===== config.mk =====
export PLATFORM = sky130hd
export DESIGN_NAME = biq_store
export DESIGN_NICKNAME = d
export VERILOG_FILES = /design/src/rtl/biq_pkg.sv /design/src/rtl/biq_store.sv
export SDC_FILE = /design/constraint.sdc
export NUM_CORES = 1
export LEC_CHECK = 0
export BUFFER_PORTS_ARGS = -buffer_cell sky130_fd_sc_hd__buf_2
export CAP_MARGIN = 5
export CORE_MARGIN = 5
export CORE_UTILIZATION = 61
export CTS_CLUSTER_SIZE = 12
export DETAILED_ROUTE_END_ITERATION = 10
export PLACE_DENSITY_LB_ADDON = 0.2
export REMOVE_ABC_BUFFERS = 1
export SLEW_MARGIN = 20
export SYNTH_ARGS = -nofsm -noshare
export SYNTH_HDL_FRONTEND = slang
export SYNTH_SLANG_ARGS = --single-unit

===== constraint.sdc =====
create_clock -name clk -period 1.72 [get_ports clk]
set_input_delay 0.172 -clock clk [delete_from_list [all_inputs] [get_ports clk]]
set_output_delay 0.172 -clock clk [all_outputs]
set_load 0.05 [all_outputs]

===== src/rtl/biq_pkg.sv =====
// shared constants, codes, types and the rounding function of the biquad filter
// no dependencies; every other file imports this package
package biq_pkg;

	localparam int MAX_SECTIONS = 4;
	localparam int COEF_DEPTH   = 1 + 4 * MAX_SECTIONS;
	localparam int DELAY_DEPTH  = 2 * MAX_SECTIONS;
	localparam int COEF_AW      = $clog2(COEF_DEPTH);
	localparam int DLY_AW       = $clog2(DELAY_DEPTH);
	localparam int SEC_W        = $clog2(MAX_SECTIONS + 1);
	localparam int SEC_IW       = (MAX_SECTIONS > 1) ? $clog2(MAX_SECTIONS) : 1;
	localparam int CFG_W        = 3;
	localparam int ACC_W        = 34;

	// request function codes
	localparam logic [1:0] FUNC_FILTER = 2'd0;
	localparam logic [1:0] FUNC_COEF   = 2'd1;
	localparam logic [1:0] FUNC_CLEAR  = 2'd2;

	// accumulator operations
	localparam logic [2:0] OP_LOAD  = 3'd0; // acc = gain * x
	localparam logic [2:0] OP_SUB   = 3'd1; // acc -= a * w
	localparam logic [2:0] OP_SUB_Y = 3'd2; // acc = rnd(acc) << 14 - a1 * w1
	localparam logic [2:0] OP_ADD_W = 3'd3; // w = rnd(acc); acc = w << 14 + b1 * w1
	localparam logic [2:0] OP_ADD   = 3'd4; // acc += b2 * w2
	localparam logic [2:0] OP_FIN   = 3'd5; // y = rnd(acc)

	typedef logic [2:0] op_t;

	typedef struct packed {
		logic               vld;
		op_t                op;
		logic [COEF_AW-1:0] coef_addr;
		logic [DLY_AW-1:0]  dly_addr;
	} iss_t;

	typedef struct packed {
		logic                     we;
		logic [DLY_AW-1:0]        addr;
		logic signed [15:0]       data;
	} dwr_t;

	typedef struct packed {
		logic               fin;
		logic signed [15:0] y;
		logic               sat;
	} res_t;

	typedef struct packed {
		logic signed [15:0] val;
		logic               sat;
	} rnd_t;

	localparam logic [ACC_W:0] RND_HALF = (ACC_W + 1)'(1 << 13);
	localparam logic signed [ACC_W-14:0] SAT_HI = (ACC_W - 13)'(32767);
	localparam logic signed [ACC_W-14:0] SAT_LO = -(ACC_W - 13)'(32768);

	// round half up from q.29 to q1.15 and saturate
	function automatic rnd_t round_sat(input logic signed [ACC_W-1:0] a);
		logic [ACC_W:0]            s;
		logic signed [ACC_W-14:0]  r;
		rnd_t                      o;
		s = {a[ACC_W-1], a} + RND_HALF;
		r = s[ACC_W:14];
		if (r > SAT_HI) begin
			o.val = 16'sh7fff;
			o.sat = 1'b1;
		end else if (r < SAT_LO) begin
			o.val = 16'sh8000;
			o.sat = 1'b1;
		end else begin
			o.val = r[15:0];
			o.sat = 1'b0;
		end
		return o;
	endfunction

	// q1.15 word placed at q.29 scale
	function automatic logic signed [ACC_W-1:0] q29(input logic signed [15:0] v);
		return {{(ACC_W - 30){v[15]}}, v, 14'b0};
	endfunction

endpackage


===== src/rtl/biq_store.sv =====
// coefficient and delay memories with registered reads and per-entry valid bits
// depends on biq_pkg
module biq_store import biq_pkg::*; (
	input  logic               clk,
	input  logic               arst_n,
	input  logic               coef_we,
	input  logic [COEF_AW-1:0] coef_waddr,
	input  logic signed [15:0] coef_wdata,
	input  logic               dly_clr,
	input  dwr_t               dwr,
	input  logic               ren,
	input  iss_t               iss,
	output logic signed [15:0] coef_rd,
	output logic signed [15:0] dly_rd
);

	logic signed [15:0]     coef_mem [COEF_DEPTH];
	logic signed [15:0]     dly_mem [DELAY_DEPTH];
	logic [COEF_DEPTH-1:0]  coef_vld_q;
	logic [DELAY_DEPTH-1:0] dly_vld_q;
	logic signed [15:0]     coef_rd_q, dly_rd_q;
	logic                   coef_rv_q, dly_rv_q;

	always_ff @(posedge clk) begin
		if (coef_we) begin
			coef_mem[coef_waddr] <= coef_wdata;
		end
		if (dwr.we) begin
			dly_mem[dwr.addr] <= dwr.data;
		end
		if (ren) begin
			coef_rd_q <= coef_mem[iss.coef_addr];
			dly_rd_q  <= dly_mem[iss.dly_addr];
		end
	end

	// never-written entries, and delay entries not written since the last clear, read as zero
	always_ff @(posedge clk or negedge arst_n) begin
		if (!arst_n) begin
			coef_vld_q <= '0;
			dly_vld_q  <= '0;
			coef_rv_q  <= 1'b0;
			dly_rv_q   <= 1'b0;
		end else begin
			if (coef_we) begin
				coef_vld_q[coef_waddr] <= 1'b1;
			end
			if (dly_clr) begin
				dly_vld_q <= '0;
			end else if (dwr.we) begin
				dly_vld_q[dwr.addr] <= 1'b1;
			end
			if (ren) begin
				coef_rv_q <= coef_vld_q[iss.coef_addr];
				dly_rv_q  <= dly_vld_q[iss.dly_addr];
			end
		end
	end

	assign coef_rd = coef_rv_q ? coef_rd_q : '0;
	assign dly_rd  = dly_rv_q ? dly_rd_q : '0;

endmodule


==> results.yml <==
status:
  status: "completed"
clock_network:
  clk_latency_ns: 0.55
  cts_setup_buffers: 0
  clkTransAtPathRegs_ns: 0.06
  tritoncts: "built"
  cts-htree-levels: 2
  clockBufferDepth: 3
  clock-sinks: 459
  numCtsBuffers: 46
  clock-root-buffer: "clkbuf_16"
die:
  die_w_um: 180.1
  pin_count: 90
  rows: 62
  die_h_um: 180.1
  start_util_pct: 61.67
  core_um2: 28630
  die_area_um2: 32440
placement:
  pre_cts_ws_ns: -0.1149
  place_area_um2: 19140
  gp_congestion: 0.7419
  dpl.hpwl_mm: 21.65
  dp.cells: 1322
  io_buffers: 85
global_route:
  grt_max_degree: 28
  antenna_found_initial: 1
  grt_pass1_wl_mm: 54.85
  gr-total-overflow: 0
  grt_pass1_vias: 9207
  grtUsageTotal_pct: 22.37
final_layout:
  nets: 1071
  stdcell_count: 1428
  layout_commonest_cell: "edfxtp_1"
  syn2layout_area_growth_pct: 18.21
  final_cell_mix: "edfxtp_1, mux4_2, buf_4"
  fin_util_pct: 72.90
  drive_above_1_share_pct: 34.96
  stdcell_area_um2: 20870
  num_antenna_cells: 0
synth:
  ys.warnings.count: 0
  synth_cells: 819
  ys_seq_area_share_pct: 77.31
  avgSynthCellArea_um2: 21.56
  synth_top_area_share_pct: 73.48
  synth_top_area_cell: "edfxtp_1"
  synthTopCellsByArea: "edfxtp_1, mux4_2, dfrtp_1, mux2i_1, and2_1"
  ys_types: 33
  synth_area_um2: 17650
  ys_ff_latch: 459
critical_path:
  cp.arrival_ns: 1.51
  start_kind: "flop"
  required_ns: 1.55
  endpoint_kind: "primary output"
  crit_fanout: 6
  critPathKind: "reg2out"
route:
  viasPerCell: 6.053
  wl_met3_mm: 2.393
  postRouteAntennaNets: 0
  vias: 8643
  wl_per_cell_um: 25.61
  wl_met1_mm: 14.34
  met2WireLength_mm: 19.12
  dr.max_layer_used: "met4"
  drtIter0Drc: 931
  firstDrtPassIters: 5
  drt_wl_total_mm: 36.56
  drc_errors: 0
sta:
  min_period_over_period_pct: 97.80
  finalSetupViolCount: 0
  fmax_ghz: 0.5945
  period_needed_ns: 1.682
  tns_ns: 0
  fin_worst_skew_ns: 0.02051
  worst_pin_slew_ns: 0.6200
  rsz0062_at_grt: "true"
  slew_headroom_pct: 58.67
  setup_ws_ns: 0.03786
  hold_viol_final: 0
  slew_viol_final: 0
  hold_slack_ns: 0.01828
power_and_ir_drop:
  p_int_mw: 18.48
  leakagePower_nw: 7.140
  powerDensity_nw_per_um2: 1120
  switching_share_pct: 20.96
  power.switching_mw: 4.900
  peakVddDrop_v: 0.0007821
  power.total_mw: 23.38
  p_seq_share_pct: 54.3
  combinationalPowerShare_pct: 7.9
  clock_power_share_pct: 37.8
job:
  max_cap_viol_count: 0
worst_hold_path:
  hold_class: "in2reg"
critical path, stage by stage (launching register included):
cell and delay (ns):
dfrtp_2 0.45, buf_4 0.20, and2_1 0.14, buf_4 0.18
logic make-up (layout without fill, tap and decap cells):
family / Yosys count / count (layout) / share of synthesized area (%)
and+or+nand+nor: 127 / 127 / 3.671
AOI/OAI and AO/OA: 38 / 38 / 1.495
muxes: 153 / 153 / 15.95
buffers and inverters: 42 / 267 / 1.580
DFF: 459 / 459 / 77.31
layer usage:
| metal | GRT usage (%) | vias to the layer above |
|---|---|---|
| li1 | - | 3727 |
| met1 | 31.11 | 4512 |
| met2 | 38.25 | 349 |
| met3 | 3.290 | 55 |
| met4 | 5.747 | 0 |
| met5 | 0 | - |
flip-flops by register name, summed over array words and instances (netlist names):
register / cells
coef_vld_q: 17
dly_vld_q: 8
dly_rd_q: 16
coef_mem: 272
coef_rv_q: 1
coef_rd_q: 16
dly_rv_q: 1
dly_mem: 128
what timing repair did:
action                                 in CTS  in global routing
cloned                                      0                  1
endpoints found under the hold margin     263                  0
setup endpoints to repair                  21                 18
resized for setup                          27                 26
hold buffers                               26                  0
cell type report:
cell class,count,area [um^2]
sequential,459,13650
fill,1629,7756
multi-input combinational,318,3797
timing repair buffer,186,1602
clock buffer,70,1272
tap,384,480.5
clock inverter,9,58.81
inverter,2,8.758
synth_stat cells:
library cell  count
buf_8             1
clkinv_2          1
edfxtp_1        432
mux4_2          101
o31a_1            1
nor4b_1           1
or2_1             9
buf_2            16
nand2b_1          4
mux2i_1          36
buf_4             3
nor4_1            1
mux2_2           16
o21ai_0           2
inv_1             1
o21ba_2           1
a311o_1           1
or3b_1            2
or2_2             8
buf_6             6
nand3_1           2
nor3_1            4
buf_1             2
buf_12            2
dfrtp_1          27
a21oi_1          17
nor2_1           40
a22o_1           16
or3_1             1
nand2_1          20
and2_1           32
nand3b_1          3
clkbuf_1         10
power by group through the flow:
stage	combinational, mW	clock [mW]	sequential (mW)
2_1_floorplan	0.912	0	12.9
3_3_place_gp	1.65	0	12.9
3_5_place_dp	1.70	0	12.9
4_1_cts	1.81	9.00	12.7
5_1_grt	1.96	9.51	12.7
6_report	1.84	8.84	12.7
path summary, 6_finish.rpt:
| kind | slack [ns] | endpoint | startpoint | cells after the start |
|---|---|---|---|---|
| worst max-delay path | 0.04 | coef_rd[13] | coef_rv_q | 3 |
| worst min-delay path | 0.02 | coef_mem[10][1] | coef_wdata[1] | 1 |
| worst max register to register | 0.10 | coef_rd_q[13] | coef_mem[6][13] | 4 |
| worst min register to register | 0.46 | coef_vld_q[11] | coef_vld_q[11] | 1 |
| max in group asynchronous | 1.05 | coef_rv_q | arst_n | 2 |
| min in group asynchronous | 0.23 | coef_vld_q[11] | arst_n | 2 |
No activity file was read; power rests on OpenSTA's default activity.
