===== src/rtl/biq_pkg.sv =====
// shared constants, codes, types and the rounding function of the biquad filter
// no dependencies; every other file imports this package
package biq_pkg;

	localparam int MAX_SECTIONS = 4;
	localparam int COEF_DEPTH   = 1 + 4 * MAX_SECTIONS;
	localparam int DELAY_DEPTH  = 2 * MAX_SECTIONS;
	localparam int COEF_AW      = $clog2(COEF_DEPTH);
	localparam int DLY_AW       = $clog2(DELAY_DEPTH);
	localparam int SEC_W        = $clog2(MAX_SECTIONS + 1);
	localparam int SEC_IW       = (MAX_SECTIONS > 1) ? $clog2(MAX_SECTIONS) : 1;
	localparam int CFG_W        = 3;
	localparam int ACC_W        = 34;

	// request function codes
	localparam logic [1:0] FUNC_FILTER = 2'd0;
	localparam logic [1:0] FUNC_COEF   = 2'd1;
	localparam logic [1:0] FUNC_CLEAR  = 2'd2;

	// accumulator operations
	localparam logic [2:0] OP_LOAD  = 3'd0; // acc = gain * x
	localparam logic [2:0] OP_SUB   = 3'd1; // acc -= a * w
	localparam logic [2:0] OP_SUB_Y = 3'd2; // acc = rnd(acc) << 14 - a1 * w1
	localparam logic [2:0] OP_ADD_W = 3'd3; // w = rnd(acc); acc = w << 14 + b1 * w1
	localparam logic [2:0] OP_ADD   = 3'd4; // acc += b2 * w2
	localparam logic [2:0] OP_FIN   = 3'd5; // y = rnd(acc)

	typedef logic [2:0] op_t;

	typedef struct packed {
		logic               vld;
		op_t                op;
		logic [COEF_AW-1:0] coef_addr;
		logic [DLY_AW-1:0]  dly_addr;
	} iss_t;

	typedef struct packed {
		logic                     we;
		logic [DLY_AW-1:0]        addr;
		logic signed [15:0]       data;
	} dwr_t;

	typedef struct packed {
		logic               fin;
		logic signed [15:0] y;
		logic               sat;
	} res_t;

	typedef struct packed {
		logic signed [15:0] val;
		logic               sat;
	} rnd_t;

	localparam logic [ACC_W:0] RND_HALF = (ACC_W + 1)'(1 << 13);
	localparam logic signed [ACC_W-14:0] SAT_HI = (ACC_W - 13)'(32767);
	localparam logic signed [ACC_W-14:0] SAT_LO = -(ACC_W - 13)'(32768);

	// round half up from q.29 to q1.15 and saturate
	function automatic rnd_t round_sat(input logic signed [ACC_W-1:0] a);
		logic [ACC_W:0]            s;
		logic signed [ACC_W-14:0]  r;
		rnd_t                      o;
		s = {a[ACC_W-1], a} + RND_HALF;
		r = s[ACC_W:14];
		if (r > SAT_HI) begin
			o.val = 16'sh7fff;
			o.sat = 1'b1;
		end else if (r < SAT_LO) begin
			o.val = 16'sh8000;
			o.sat = 1'b1;
		end else begin
			o.val = r[15:0];
			o.sat = 1'b0;
		end
		return o;
	endfunction

	// q1.15 word placed at q.29 scale
	function automatic logic signed [ACC_W-1:0] q29(input logic signed [15:0] v);
		return {{(ACC_W - 30){v[15]}}, v, 14'b0};
	endfunction

endpackage


===== src/rtl/biq_seq.sv =====
// operation sequencer: issues one multiply-accumulate step per cycle for a sample while adv is high
// depends on biq_pkg
module biq_seq import biq_pkg::*; (
	input  logic             clk,
	input  logic             arst_n,
	input  logic             start,
	input  logic [SEC_W-1:0] n,
	input  logic             adv,
	output iss_t             iss,
	output logic             active
);

	localparam logic [1:0] ST_IDLE = 2'd0;
	localparam logic [1:0] ST_GAIN = 2'd1;
	localparam logic [1:0] ST_SEC  = 2'd2;
	localparam logic [1:0] ST_FIN  = 2'd3;

	logic [1:0]        state_q, state_d;
	logic [SEC_IW-1:0] sec_q, sec_d;
	logic [1:0]        k_q, k_d;
	logic              last_sec;

	assign last_sec = (SEC_W'(sec_q) + SEC_W'(1)) == n;
	assign active   = state_q != ST_IDLE;

	always_comb begin
		state_d       = state_q;
		sec_d         = sec_q;
		k_d           = k_q;
		iss.vld       = 1'b0;
		iss.op        = OP_LOAD;
		iss.coef_addr = COEF_AW'({sec_q, k_q}) + COEF_AW'(1);
		iss.dly_addr  = DLY_AW'({sec_q, k_q[0]});
		case (state_q)
			ST_IDLE: begin
				if (start) begin
					state_d = ST_GAIN;
				end
			end
			ST_GAIN: begin
				iss.vld       = 1'b1;
				iss.op        = OP_LOAD;
				iss.coef_addr = '0;
				sec_d         = '0;
				k_d           = '0;
				state_d       = (n == '0) ? ST_FIN : ST_SEC;
			end
			ST_SEC: begin
				iss.vld = 1'b1;
				case (k_q)
					2'd0:    iss.op = (sec_q == '0) ? OP_SUB : OP_SUB_Y;
					2'd1:    iss.op = OP_SUB;
					2'd2:    iss.op = OP_ADD_W;
					default: iss.op = OP_ADD;
				endcase
				k_d = k_q + 2'd1;
				if (k_q == 2'd3) begin
					if (last_sec) begin
						state_d = ST_FIN;
					end else begin
						sec_d = sec_q + SEC_IW'(1);
					end
				end
			end
			ST_FIN: begin
				iss.vld = 1'b1;
				iss.op  = OP_FIN;
				state_d = ST_IDLE;
			end
			default: begin
				state_d = ST_IDLE;
			end
		endcase
	end

	always_ff @(posedge clk or negedge arst_n) begin
		if (!arst_n) begin
			state_q <= ST_IDLE;
			sec_q   <= '0;
			k_q     <= '0;
		end else if (adv) begin
			state_q <= state_d;
			sec_q   <= sec_d;
			k_q     <= k_d;
		end
	end

endmodule


===== config.mk =====
export PLATFORM = sky130hd
export DESIGN_NAME = biq_seq
export DESIGN_NICKNAME = d
export VERILOG_FILES = /design/src/rtl/biq_pkg.sv /design/src/rtl/biq_seq.sv
export SDC_FILE = /design/constraint.sdc
export NUM_CORES = 1
export LEC_CHECK = 0
export BUFFER_PORTS_ARGS = -buffer_cell sky130_fd_sc_hd__buf_2
export CAP_MARGIN = 10
export CORE_AREA = 2 2 39 41
export DETAILED_ROUTE_END_ITERATION = 12
export DIE_AREA = 0 0 41 43
export GPL_TIMING_DRIVEN = 0
export PLACE_DENSITY = 0.8
export SLEW_MARGIN = 20
export SYNTH_ARGS = -nofsm -noshare
export SYNTH_HDL_FRONTEND = slang
export SYNTH_SLANG_ARGS = --single-unit

===== constraint.sdc =====
create_clock -name clk -period 2.1 [get_ports clk]
set_clock_uncertainty 0.15 [all_clocks]
set_input_delay 0.105 -clock clk [delete_from_list [all_inputs] [get_ports clk]]
set_output_delay 0.105 -clock clk [all_outputs]
set_load 0.005 [all_outputs]

==> impl_metrics.yaml <==
outcome:
  outcome: "complete, no violations"
synthesis:
  synth_common_cells: "ha_1, nor2_1, inv_1"
  yosys_warnings: 0
  synth.distinct_cells: 25
  synthArstFlopShare_pct: 100
  ys_ff_latch: 6
  syn-num-nets: 88
  syn_inst: 72
  synth_area_leaders: "dfrtp_1, ha_1, xnor2_1"
  synthFlopType: "dfrtp_1"
  synth-edff-count: 0
  yosysSeqAreaShare_pct: 24.7
  netlist_area_um2: 608
  yosys.area.top_type: "dfrtp_1"
  yosys.area.top_type_share_pct: 24.7
  syn_area_per_cell_um2: 8.45
global_route:
  grt_util_all_layers_pct: 16.1
  grt_pass1_wl_um: 1960
  antenna_found_initial: 0
  overflow: 0
  grt_pass1_vias: 489
  grt_max_degree: 11
critical_path:
  critical_path_class: "reg2reg"
  cpPeakStageDelay_ns: 0.37
  startpoint_type: "flop"
  critical_path_buf_inv_count: 2
  crit_path_end_kind: "flop"
  critical-path-slowest-cell: "dfrtp_1"
  cp.arrival_ns: 1.95
  crit_required_ns: 2.07
  r2r_slack_ns: 0.13
  cp_top_family: "flip-flops"
  crit_chain: "buf_6 > inv_1 > ha_1 > xnor2_2 > nand3_2 > a21o_1 > mux2_4"
  cp_max_fo: 6
sta:
  setup_violations: 0
  hold_violations: 0
  max_freq_mhz: 506
  max_slew.worst_pin.slew_ns: 0.370
  relSlewSlack_pct: 75.3
  fin_crit_sh_pct: 94.0
  drv_slew: 0
  fin_setup_tns_ns: 0
  min_period_ns: 1.97
  layout_setup_ws_ns: 0.125
  rsz0062_at_grt: "false"
pwr:
  power_density_nw_per_um2: 1290
  ir_worst_vdd_v: 0.000909
  finalPower_mw: 1.02
  leakage_nw: 0.404
placement:
  place.port_buffers: 19
  hpwl_um: 1020
  place_inst: 107
  pre_cts_ws_ns: 0.0809
  dpl-instance-area_um2: 723
  place.gp.congestion: 0.779
job:
  cap_violations: 0
drt:
  wl_per_cell_um: 11.3
  drt_pass1_iterations: 4
  drt_iter0_drc: 9
  drc: 0
  routed_wl_um: 1280
  vias: 566
  antenna_left: 0
  viasPerCell: 4.96
floorplan:
  die_y_um: 43
  initial_core_util_pct: 43.9
  coreArea_um2: 1380
  die_x_um: 41
  die_area_um2: 1760
  io_pins: 20
  core.rowCount: 14
layout:
  nNetsFinal: 116
  drive_above_1_share_pct: 32.7
  n_antenna_cell: 0
  layoutNonFillerInstCount: 114
  synthToLayoutAreaGrowth_pct: 29.2
  postLayoutCellArea_um2: 786
clocking:
  cts_tree: "built"
  numCtsBuffers: 3
  clock_sinks: 6
  clk_pin_slew_ns: 0.04
  clockBufferDepth: 2
  cts_max_level: 1
  worstSkewPairLatency_ns: 0.24
  root_buffer: "clkbuf_4"
min_path:
  min_path_type: "in2reg"
-- report_power, final --
group	switching, mW	total [mW]	internal (mW)
logic	0.349	0.680	0.331
registers	0.0680	0.233	0.165
clock network	0.0384	0.103	0.0644
-- worst paths after layout --
path	startpoint	end	cells past startpoint
worst max-delay path	sec_q[0]	state_q[1]	7
max in group asynchronous	arst_n	state_q[1]	2
worst min register to register	sec_q[1]	sec_q[1]	1
worst max register to register	sec_q[0]	state_q[1]	7
worst min-delay path	adv	k_q[0]	3
min in group asynchronous	arst_n	k_q[1]	2
-- worst min-delay path: cells and delay by family --
| kind | cells | cell delay [ns] |
|---|---|---|
| AND/OR/NAND/NOR | 1 | 0.08 |
| buffers and inverters | 1 | 0.13 |
| AO/OA/AOI/OAI | 1 | 0.06 |
-- registers in the layout, indices dropped and copies added, names as in the netlist --
signal and cells:
state_q 2, sec_q 2, k_q 2
-- layout make-up --
type	count	area, um2
Buffer	3	22.5
Inverter	8	30.0
Multi-Input combinational cell	55	413
Timing Repair Buffer	23	128
Fill cell	140	598
Clock buffer	3	22.5
Sequential cell	6	150
Tap cell	16	20.0
-- cell families after synthesis --
| kind of cell | share of synthesized area [%] |
|---|---|
| simple gates | 21.6 |
| compound gates | 14.0 |
| buf+inv | 8.64 |
| fa+ha+maj | 18.5 |
| flops | 24.7 |
| xor+xnor | 8.44 |
| mux | 4.11 |
-- cells in the final DEF, fill, tap and decap left out, types with 2 or more instances in the layout --
cell type / instances
buf_2: 19
nor2_1: 9
ha_1: 9
inv_1: 8
nand2_1: 6
dfrtp_1: 6
a21oi_1: 4
nand3_1: 4
buf_4: 4
xnor2_1: 3
o211ai_1: 3
o21ai_0: 3
clkbuf_4: 3
nor3b_1: 2
-- layer usage --
metal  global-route usage, %  share of wire [%]  vias to the layer above
met5                       0                  0                        -
met4                       0                  0                        0
met3                    6.28                6.5                        0
met2                    25.9                 48                       17
met1                    21.1                 46                      254
li1                        -                  -                      295
-- stage by stage --
stage / hold WS [ns] / util [%]
2_1_floorplan: -0.341 / -
3_3_place_gp: -0.221 / 52.3
3_5_place_dp: -0.216 / 52.3
4_1_cts: 0.0357 / 54.6
5_1_grt: 0.0455 / 56.8
6_report: 0.0405 / 56.8
-- timing repair --
| item | in CTS | in global routing |
|---|---|---|
| resized for setup | 0 | 1 |
| setup endpoints to repair | 0 | 1 |
| hold buffers | 1 | 0 |
| buffers inserted | 0 | 3 |
| hold endpoints to repair | 6 | 0 |
(Power assumes the default switching activity.)
