===== src/rtl/biq_pkg.sv =====
// shared constants, codes, types and the rounding function of the biquad filter
// no dependencies; every other file imports this package
package biq_pkg;

	localparam int MAX_SECTIONS = 4;
	localparam int COEF_DEPTH   = 1 + 4 * MAX_SECTIONS;
	localparam int DELAY_DEPTH  = 2 * MAX_SECTIONS;
	localparam int COEF_AW      = $clog2(COEF_DEPTH);
	localparam int DLY_AW       = $clog2(DELAY_DEPTH);
	localparam int SEC_W        = $clog2(MAX_SECTIONS + 1);
	localparam int SEC_IW       = (MAX_SECTIONS > 1) ? $clog2(MAX_SECTIONS) : 1;
	localparam int CFG_W        = 3;
	localparam int ACC_W        = 34;

	// request function codes
	localparam logic [1:0] FUNC_FILTER = 2'd0;
	localparam logic [1:0] FUNC_COEF   = 2'd1;
	localparam logic [1:0] FUNC_CLEAR  = 2'd2;

	// accumulator operations
	localparam logic [2:0] OP_LOAD  = 3'd0; // acc = gain * x
	localparam logic [2:0] OP_SUB   = 3'd1; // acc -= a * w
	localparam logic [2:0] OP_SUB_Y = 3'd2; // acc = rnd(acc) << 14 - a1 * w1
	localparam logic [2:0] OP_ADD_W = 3'd3; // w = rnd(acc); acc = w << 14 + b1 * w1
	localparam logic [2:0] OP_ADD   = 3'd4; // acc += b2 * w2
	localparam logic [2:0] OP_FIN   = 3'd5; // y = rnd(acc)

	typedef logic [2:0] op_t;

	typedef struct packed {
		logic               vld;
		op_t                op;
		logic [COEF_AW-1:0] coef_addr;
		logic [DLY_AW-1:0]  dly_addr;
	} iss_t;

	typedef struct packed {
		logic                     we;
		logic [DLY_AW-1:0]        addr;
		logic signed [15:0]       data;
	} dwr_t;

	typedef struct packed {
		logic               fin;
		logic signed [15:0] y;
		logic               sat;
	} res_t;

	typedef struct packed {
		logic signed [15:0] val;
		logic               sat;
	} rnd_t;

	localparam logic [ACC_W:0] RND_HALF = (ACC_W + 1)'(1 << 13);
	localparam logic signed [ACC_W-14:0] SAT_HI = (ACC_W - 13)'(32767);
	localparam logic signed [ACC_W-14:0] SAT_LO = -(ACC_W - 13)'(32768);

	// round half up from q.29 to q1.15 and saturate
	function automatic rnd_t round_sat(input logic signed [ACC_W-1:0] a);
		logic [ACC_W:0]            s;
		logic signed [ACC_W-14:0]  r;
		rnd_t                      o;
		s = {a[ACC_W-1], a} + RND_HALF;
		r = s[ACC_W:14];
		if (r > SAT_HI) begin
			o.val = 16'sh7fff;
			o.sat = 1'b1;
		end else if (r < SAT_LO) begin
			o.val = 16'sh8000;
			o.sat = 1'b1;
		end else begin
			o.val = r[15:0];
			o.sat = 1'b0;
		end
		return o;
	endfunction

	// q1.15 word placed at q.29 scale
	function automatic logic signed [ACC_W-1:0] q29(input logic signed [15:0] v);
		return {{(ACC_W - 30){v[15]}}, v, 14'b0};
	endfunction

endpackage


===== src/rtl/biq_mac.sv =====
// shared multiplier, accumulator, rounding/saturation and delay write-back
// depends on biq_pkg
module biq_mac import biq_pkg::*; (
	input  logic               clk,
	input  logic               arst_n,
	input  logic               adv,
	input  iss_t               iss,
	input  logic signed [15:0] x,
	input  logic signed [15:0] coef_rd,
	input  logic signed [15:0] dly_rd,
	output dwr_t               dwr,
	output res_t               res,
	output logic               busy
);

	logic                     vld_s1, vld_s2;
	op_t                      op_s1, op_s2;
	logic [DLY_AW-1:0]        daddr_s1, daddr_s2;
	logic signed [15:0]       opnd_s2;
	logic signed [31:0]       prod_s2;
	logic signed [15:0]       opnd;
	logic signed [31:0]       prod;
	logic signed [ACC_W-1:0]  acc_q;
	logic signed [ACC_W-1:0]  prod_x;
	logic signed [15:0]       w_q;
	logic                     sat_q;
	rnd_t                     rnd;

	assign opnd   = (op_s1 == OP_LOAD) ? x : dly_rd;
	assign prod   = coef_rd * opnd;
	assign prod_x = ACC_W'(prod_s2);
	assign rnd    = round_sat(acc_q);
	assign busy   = vld_s1 || vld_s2;

	always_ff @(posedge clk or negedge arst_n) begin
		if (!arst_n) begin
			vld_s1 <= 1'b0;
			vld_s2 <= 1'b0;
			op_s1  <= OP_LOAD;
			op_s2  <= OP_LOAD;
		end else if (adv) begin
			vld_s1 <= iss.vld;
			vld_s2 <= vld_s1;
			op_s1  <= iss.op;
			op_s2  <= op_s1;
		end
	end

	always_ff @(posedge clk) begin
		if (adv) begin
			daddr_s1 <= iss.dly_addr;
			daddr_s2 <= daddr_s1;
			opnd_s2  <= dly_rd;
			prod_s2  <= prod;
			if (vld_s2) begin
				case (op_s2)
					OP_LOAD: begin
						acc_q <= prod_x;
						sat_q <= 1'b0;
					end
					OP_SUB: begin
						acc_q <= acc_q - prod_x;
					end
					OP_SUB_Y: begin
						acc_q <= q29(rnd.val) - prod_x;
						sat_q <= sat_q | rnd.sat;
					end
					OP_ADD_W: begin
						acc_q <= q29(rnd.val) + prod_x;
						sat_q <= sat_q | rnd.sat;
						w_q   <= rnd.val;
					end
					OP_ADD: begin
						acc_q <= acc_q + prod_x;
					end
					default: begin
						acc_q <= acc_q;
					end
				endcase
			end
		end
	end

	// w2 <- old w1 when w is formed, w1 <- w in the following cycle
	always_comb begin
		dwr.we   = 1'b0;
		dwr.addr = {daddr_s2[DLY_AW-1:1], 1'b1};
		dwr.data = opnd_s2;
		if (vld_s2 && adv) begin
			case (op_s2)
				OP_ADD_W: begin
					dwr.we = 1'b1;
				end
				OP_ADD: begin
					dwr.we   = 1'b1;
					dwr.addr = {daddr_s2[DLY_AW-1:1], 1'b0};
					dwr.data = w_q;
				end
				default: begin
					dwr.we = 1'b0;
				end
			endcase
		end
	end

	assign res.fin = vld_s2 && (op_s2 == OP_FIN);
	assign res.y   = rnd.val;
	assign res.sat = sat_q | rnd.sat;

endmodule


===== config.mk =====
export PLATFORM = sky130hd
export DESIGN_NAME = biq_mac
export DESIGN_NICKNAME = d
export VERILOG_FILES = /design/src/rtl/biq_pkg.sv /design/src/rtl/biq_mac.sv
export SDC_FILE = /design/constraint.sdc
export NUM_CORES = 1
export LEC_CHECK = 0
export BUFFER_PORTS_ARGS = -buffer_cell sky130_fd_sc_hd__clkbuf_2
export CORE_ASPECT_RATIO = 0.9
export CORE_UTILIZATION = 55
export CTS_BUF_LIST = sky130_fd_sc_hd__clkbuf_2 sky130_fd_sc_hd__clkbuf_4 sky130_fd_sc_hd__clkbuf_8
export DETAILED_ROUTE_END_ITERATION = 6
export PLACE_DENSITY = 0.75
export RECOVER_POWER = 100
export REMOVE_ABC_BUFFERS = 1
export SLEW_MARGIN = 30
export SYNTH_ARGS = -nofsm -noshare
export SYNTH_HDL_FRONTEND = slang
export SYNTH_SLANG_ARGS = --single-unit
export TNS_END_PERCENT = 100

===== constraint.sdc =====
create_clock -name clk -period 7.75 [get_ports clk]
set_input_delay 0 -clock clk [delete_from_list [all_inputs] [get_ports clk]]
set_output_delay 0 -clock clk [all_outputs]
set_load 0.005 [all_outputs]

==> impl_metrics.ini, run 1 <==
[status]
outcome = finished, violations left
violations = max-capacitance violations, max-slew violations

[cells_and_area]
fin_util_pct = 59.9
drive_gt1_share_pct = 6.50
antenna_cells = 0
layout_commonest_cell = inv_1
nets = 2676
final_cell_mix = inv_1 (363), fa_1 (263), nand2_1 (192), ha_1 (153), edfxtp_1 (103)
area_growth_pct = 6.80

[sta]
skew_ns = 0.0264
setup_viol = 0
finalSetupTns_ns = 0
rsz0062_at_grt = no
period_needed_ns = 7.45
maxSlewViolCount = 137
worst_slew_pin_slew_ns = 3.15
hold_viol_final = 0
max_slew_margin_pct = -110
hold_ws_ns = 0.240
timing.final.crit_share_pct = 96.1
setup_ws_ns = 0.300
fmax_ghz = 0.134

[detailed_routing]
first_pass_iters = 5
drt_iter0_drc = 1391
wl_per_cell_um = 18.2
via_per_inst = 5.72
finalWirelength_um = 48600
dr_total_vias = 15242
ant_nets = 0
drc = 0

[setup_path]
worstRegToRegCells = 23
cp-end-kind = register
worstPathArrival_ns = 7.63
start_kind = register
critPathMaxStageDelay_ns = 0.55
critical_path_class = reg -> reg
cp_max_fo = 17
cp_slowest_cell = fa_1
required_ns = 7.93
r2r_slack_ns = 0.30
cpMostUsedCell = fa_1
crit_chain = nor3_2, buf_4, buf_4, mux2_2, and2_1, fa_1, fa_1, fa_1, fa_1, fa_1, inv_1, fa_1, inv_1, ha_1, a21o_1, a21o_1, a311oi_1, o211ai_1, nand3_1, o211a_1, o21bai_1, a21oi_1, xnor2_1

[cts]
clk_latency_ns = 0.42
clock-sinks = 111
max-clock-path-buffers = 2
htreeDepth = 3
numCtsBuffers = 9
cts_tree = done
cts_root_buffer = clkbuf_8
path_clk_slew_ns = 0.13

[global_routing]
grt_use_total_pct = 28.5
antenna_found_initial = 0
grt_pass1_wl_um = 79400
first_global_vias = 15387
grt_max_degree = 63
gr-total-overflow = 0

[floorplanning]
start_util_pct = 56.1
core_um2 = 34200
std_cell_rows = 64
die_w_um = 199
dieArea_um2 = 35600
die_y_um = 179
io_pins = 102

[place]
gp_congestion = 0.963
port_buffers = 95
post-dp-hpwl_um = 38700
pre_cts_ws_ns = 0.240

[logic_synthesis]
async_flop_share_pct = 7.21
synth-edff-count = 103
ys_warn_count = 0
syn-cell-area_um2 = 19200
ys.flop_type = edfxtp_1
synth_area_per_cell_um2 = 9.14
ys_seq_area_share_pct = 17.2
ys_ff_latch = 111
synth_cells = 2100
synth_cell_types = 81

[worst_hold_path]
holdPathStages = 2
worstHoldPathType = in -> reg

[flow_run]
drv_cap = 3
logic make-up (layout without fill, tap and decap cells):
| group | after synthesis | after routing | synth area share, % |
|---|---|---|---|
| flops | 111 | 111 | 17.2 |
| fa+ha+maj | 418 | 418 | 37.6 |
| compound gates | 369 | 369 | 12.7 |
| mux | 42 | 42 | 2.41 |
| buf+inv | 433 | 534 | 8.61 |
| xor+xnor | 122 | 122 | 5.57 |
| simple gates | 605 | 605 | 16.0 |
state kept, by name (all words and copies together), names as in the netlist:
signal    flops
w_q          16
opnd_s2      16
vld_s2        1
vld_s1        1
op_s1         3
prod_s2      32
acc_q        34
sat_q         1
daddr_s1      2
daddr_s2      2
op_s2         3
Yosys cell counts (13+ instances only):
| master | n | area, µm² |
|---|---|---|
| and2_1 | 62 | 388 |
| o31ai_1 | 13 | 97.6 |
| o21ai_0 | 91 | 455 |
| nand4_1 | 13 | 81.3 |
| mux2_2 | 33 | 372 |
| and3_1 | 18 | 113 |
| xnor2_1 | 81 | 709 |
| fa_1 | 264 | 5290 |
| a211oi_1 | 21 | 158 |
| a21oi_1 | 88 | 440 |
| a21o_1 | 30 | 225 |
| nand2_1 | 192 | 721 |
| clkbuf_1 | 57 | 214 |
| nor3_1 | 27 | 135 |
| nand2b_1 | 26 | 163 |
| o21bai_1 | 14 | 105 |
| nand3_1 | 35 | 175 |
| edfxtp_1 | 103 | 3090 |
| ha_1 | 153 | 1910 |
| nor2_1 | 99 | 372 |
| nor2b_1 | 83 | 519 |
| xor2_1 | 41 | 359 |
| inv_1 | 363 | 1360 |
critical path: cells and delay by family, from the launching register on:
kind	cells	cell delay, ns
adders and majority gates	7	3.54
AOI/OAI and AO/OA	7	1.47
and+or+nand+nor	3	0.62
buffers and inverters	4	0.57
muxes	1	0.50
DFF	1	0.43
xor gates and xnor gates	1	0.08
area by class of cell:
type	count	area, µm²
clock buffers	9	124
clock inverters	7	78.8
fillers	3001	13700
inverters	363	1360
multi-input cells	1556	14200
flip-flops and latches	111	3290
well taps	462	578
repair buffers	155	872
repair_timing:
| item | in CTS | in global routing |
|---|---|---|
| hold buffers | 24 | 0 |
| setup endpoints to repair | 0 | 1 |
| resized for setup | 0 | 1 |
| hold endpoints to repair | 30 | 0 |
| setup buffers | 0 | 0 |
metal layers:
layer	global-route usage (%)	vias to the layer above	wire (µm)	part of all wire [%]
li1	-	7108	-	-
met1	39.2	7427	21300	44
met2	48.0	628	23000	47
met3	2.73	79	3200	6.6
met4	7.66	0	1070	2.2
met5	0	-	0	0
stage by stage:
stage | instances | area [µm²]
2_1_floorplan | 2030 | 18900
3_3_place_gp | 2623 | 20200
3_5_place_dp | 2623 | 20200
4_1_cts | 2663 | 20700
5_1_grt | 2663 | 20500
6_report | 2663 | 20500
worst paths after layout:
| check | startpoint | endpoint |
|---|---|---|
| worst max-delay path | op_s1[2] | prod_s2[31] |
| worst min-delay path | coef_rd[0] | prod_s2[0] |
| worst max register to register | op_s1[2] | prod_s2[31] |
| worst min register to register | daddr_s1[1] | daddr_s2[1] |
| max in group asynchronous | arst_n | op_s1[1] |
| min in group asynchronous | arst_n | vld_s1 |
Power of run 1 is not shown: default switching activity piles up to over one toggle a cycle in this logic, so the estimate is an artifact.
==> run 2, diff against run 1 <==
Settings changed: ABC_AREA from default to 1, CORE_MARGIN from default to 8.
==> impl_metrics.ini, run 2 <==
[sta]
max_slew_margin_pct = -144
hold_viol_final = 0
maxSlewViolCount = 150
finalSetupTns_ns = 0
rsz0062_at_grt = no
fmax_ghz = 0.137
timing.final.crit_share_pct = 94.4
setup_viol = 0
period_needed_ns = 7.32
worst_slew_pin_slew_ns = 3.66
setup_ws_ns = 0.434
skew_ns = 0.0313

[logic_synthesis]
ys_seq_area_share_pct = 15.8
async_flop_share_pct = 7.21
ys_warn_count = 0
synth_compound_area_share_pct = 8.84
muxShareOfSynthArea_pct = 1.03
synth_simple_gate_area_share_pct = 25.2
synth_cells = 2817
syn-cell-area_um2 = 20800
synth_adder_area_share_pct = 34.6
synth-edff-count = 103
yosysTopAreaCell = fa_1
synth_top_family_by_area = adder cells
synth-xor-area-share_pct = 2.91
synth_cell_types = 53
synthTopCellsByCount = nand2_1 (603), inv_1 (564), nor2_1 (334), fa_1 (264), nand3_1 (155)
synth_top_area_share_pct = 25.4
synth_most_common_cell = nand2_1
synth_area_per_cell_um2 = 7.38
synth_area_leaders = fa_1 (25%), edfxtp_1 (15%), nand2_1 (11%), inv_1 (10%), ha_1 (9.2%)
ys_ff_latch = 111
ys.flop_type = edfxtp_1

[setup_path]
worstPathArrival_ns = 7.51
cpMostUsedCell = inv_1
critical_path_class = reg -> reg
cp_max_fo = 14
start_kind = register
required_ns = 7.95
cp-end-kind = register
cp_slowest_cell = fa_1
critPathMaxStageDelay_ns = 0.55

[cells_and_area]
antenna_cells = 0
reg_top3 = acc_q (34), prod_s2 (32)
layout_commonest_cell = nand2_1
multi_input_area_um2 = 15100
fillers = 3502
seqCellArea_um2 = 3290
area_growth_pct = 6.41
nets = 3398
final_cell_mix = nand2_1 (604), inv_1 (565), nor2_1 (334), fa_1 (264), nand3_1 (156)
top_register = acc_q
largest_register_ff_count = 34
drive_gt1_share_pct = 5.13

[floorplanning]
core_um2 = 37300
io_pins = 102
dieArea_um2 = 44300
start_util_pct = 55.8
die_w_um = 221
std_cell_rows = 67
die_y_um = 200

[cts]
cts_tree = done
cts_resized = 0
htreeDepth = 3
cts_hold_buf = 24
numCtsBuffers = 9
path_clk_slew_ns = 0.14
max-clock-path-buffers = 2
clock-sinks = 111
cts_root_buffer = clkbuf_8
clk_latency_ns = 0.45
postCtsSetupBuffers = 0

[detailed_routing]
finalWirelength_um = 73100
drc = 0
dr_total_vias = 19940
via_per_inst = 5.85
first_pass_iters = 6
drt_iter0_drc = 2166
wl_per_cell_um = 21.5
ant_nets = 0

[global_routing]
antenna_found_initial = 0
first_global_vias = 20246
grt_max_degree = 68
grt_pass1_wl_um = 115000
grt_use_total_pct = 33.3
gr-total-overflow = 0

[status]
violations = max-capacitance violations, max-slew violations
outcome = finished, violations left

[worst_hold_path]
worstHoldPathType = in -> reg

[place]
post-dp-hpwl_um = 62400
port_buffers = 95
pre_cts_ws_ns = 0.651
gp_congestion = 1.01

[flow_run]
drv_cap = 4
[run 2: cell types whose count changed in the layout (fill, tap and decap cells not counted), sizes merged, moves of 19 or more]
| cell | change |
|---|---|
| a21o | -25 |
| nand2b | -25 |
| xnor2 | -64 |
| and2 | -58 |
| nand3 | +126 |
| o21ai | +48 |
| nand4 | +35 |
| or2 | +19 |
| nor2b | -83 |
| a211oi | -20 |
| nor2 | +242 |
| nand2 | +416 |
| a21oi | +53 |
| inv | +200 |
[run 2: cell type report]
cell class	count	area share, %
well taps	483	2.73
clock buffers	9	0.560
repair buffers	144	3.71
flip-flops and latches	111	14.9
clock inverters	7	0.283
multi-input cells	2076	68.1
inverters	576	9.77
[run 2: final timing paths]
check / startpoint / endpoint / slack (ns) / depth (start not counted)
max in group asynchronous: arst_n / op_s2[2] / 6.93 / 3
min in group asynchronous: arst_n / op_s1[1] / 0.51 / 3
hold reg to reg: daddr_s1[2] / daddr_s2[2] / 0.44 / 0
setup / recovery: op_s1[1] / prod_s2[29] / 0.43 / 26
setup reg to reg: op_s1[1] / prod_s2[29] / 0.43 / 26
hold / removal: iss[1] / daddr_s1[1] / 0.28 / 2
[run 2: kinds of logic after synthesis]
family | after synthesis
multiplexers | 19
buffers and inverters | 630
adder cells (fa/ha/maj) | 417
AND/OR/NAND/NOR | 1237
flip-flops | 111
XOR/XNOR | 69
AO/OA/AOI/OAI | 334
[run 2: routing by layer]
layer / global-route usage [%] / up-vias / share of wire [%]
met5: 0 / - / 0
met3: 8.18 / 111 / 12
met2: 50.9 / 1122 / 43
met4: 7.26 / 0 / 2.1
met1: 47.4 / 9680 / 43
li1: - / 9027 / -
[run 2: through the flow]
step	cells	utilization, %	hold slack (ns)	area [µm²]
2_1_floorplan	2763	-	-0.296	20500
3_3_place_gp	3366	58.5	-0.148	21800
3_5_place_dp	3366	58.5	-0.138	21800
4_1_cts	3406	59.6	0.220	22200
5_1_grt	3406	59.3	0.244	22100
6_report	3406	59.3	0.282	22100
[run 2: worst max-delay path: cells and delay by family, from the launching register on]
kind | cells | cell delay, ns
compound gates | 4 | 1.17
fa+ha+maj | 7 | 3.26
buf+inv | 6 | 0.89
flops | 1 | 0.45
simple gates | 9 | 1.28
Power of run 2 is left out for the same reason.
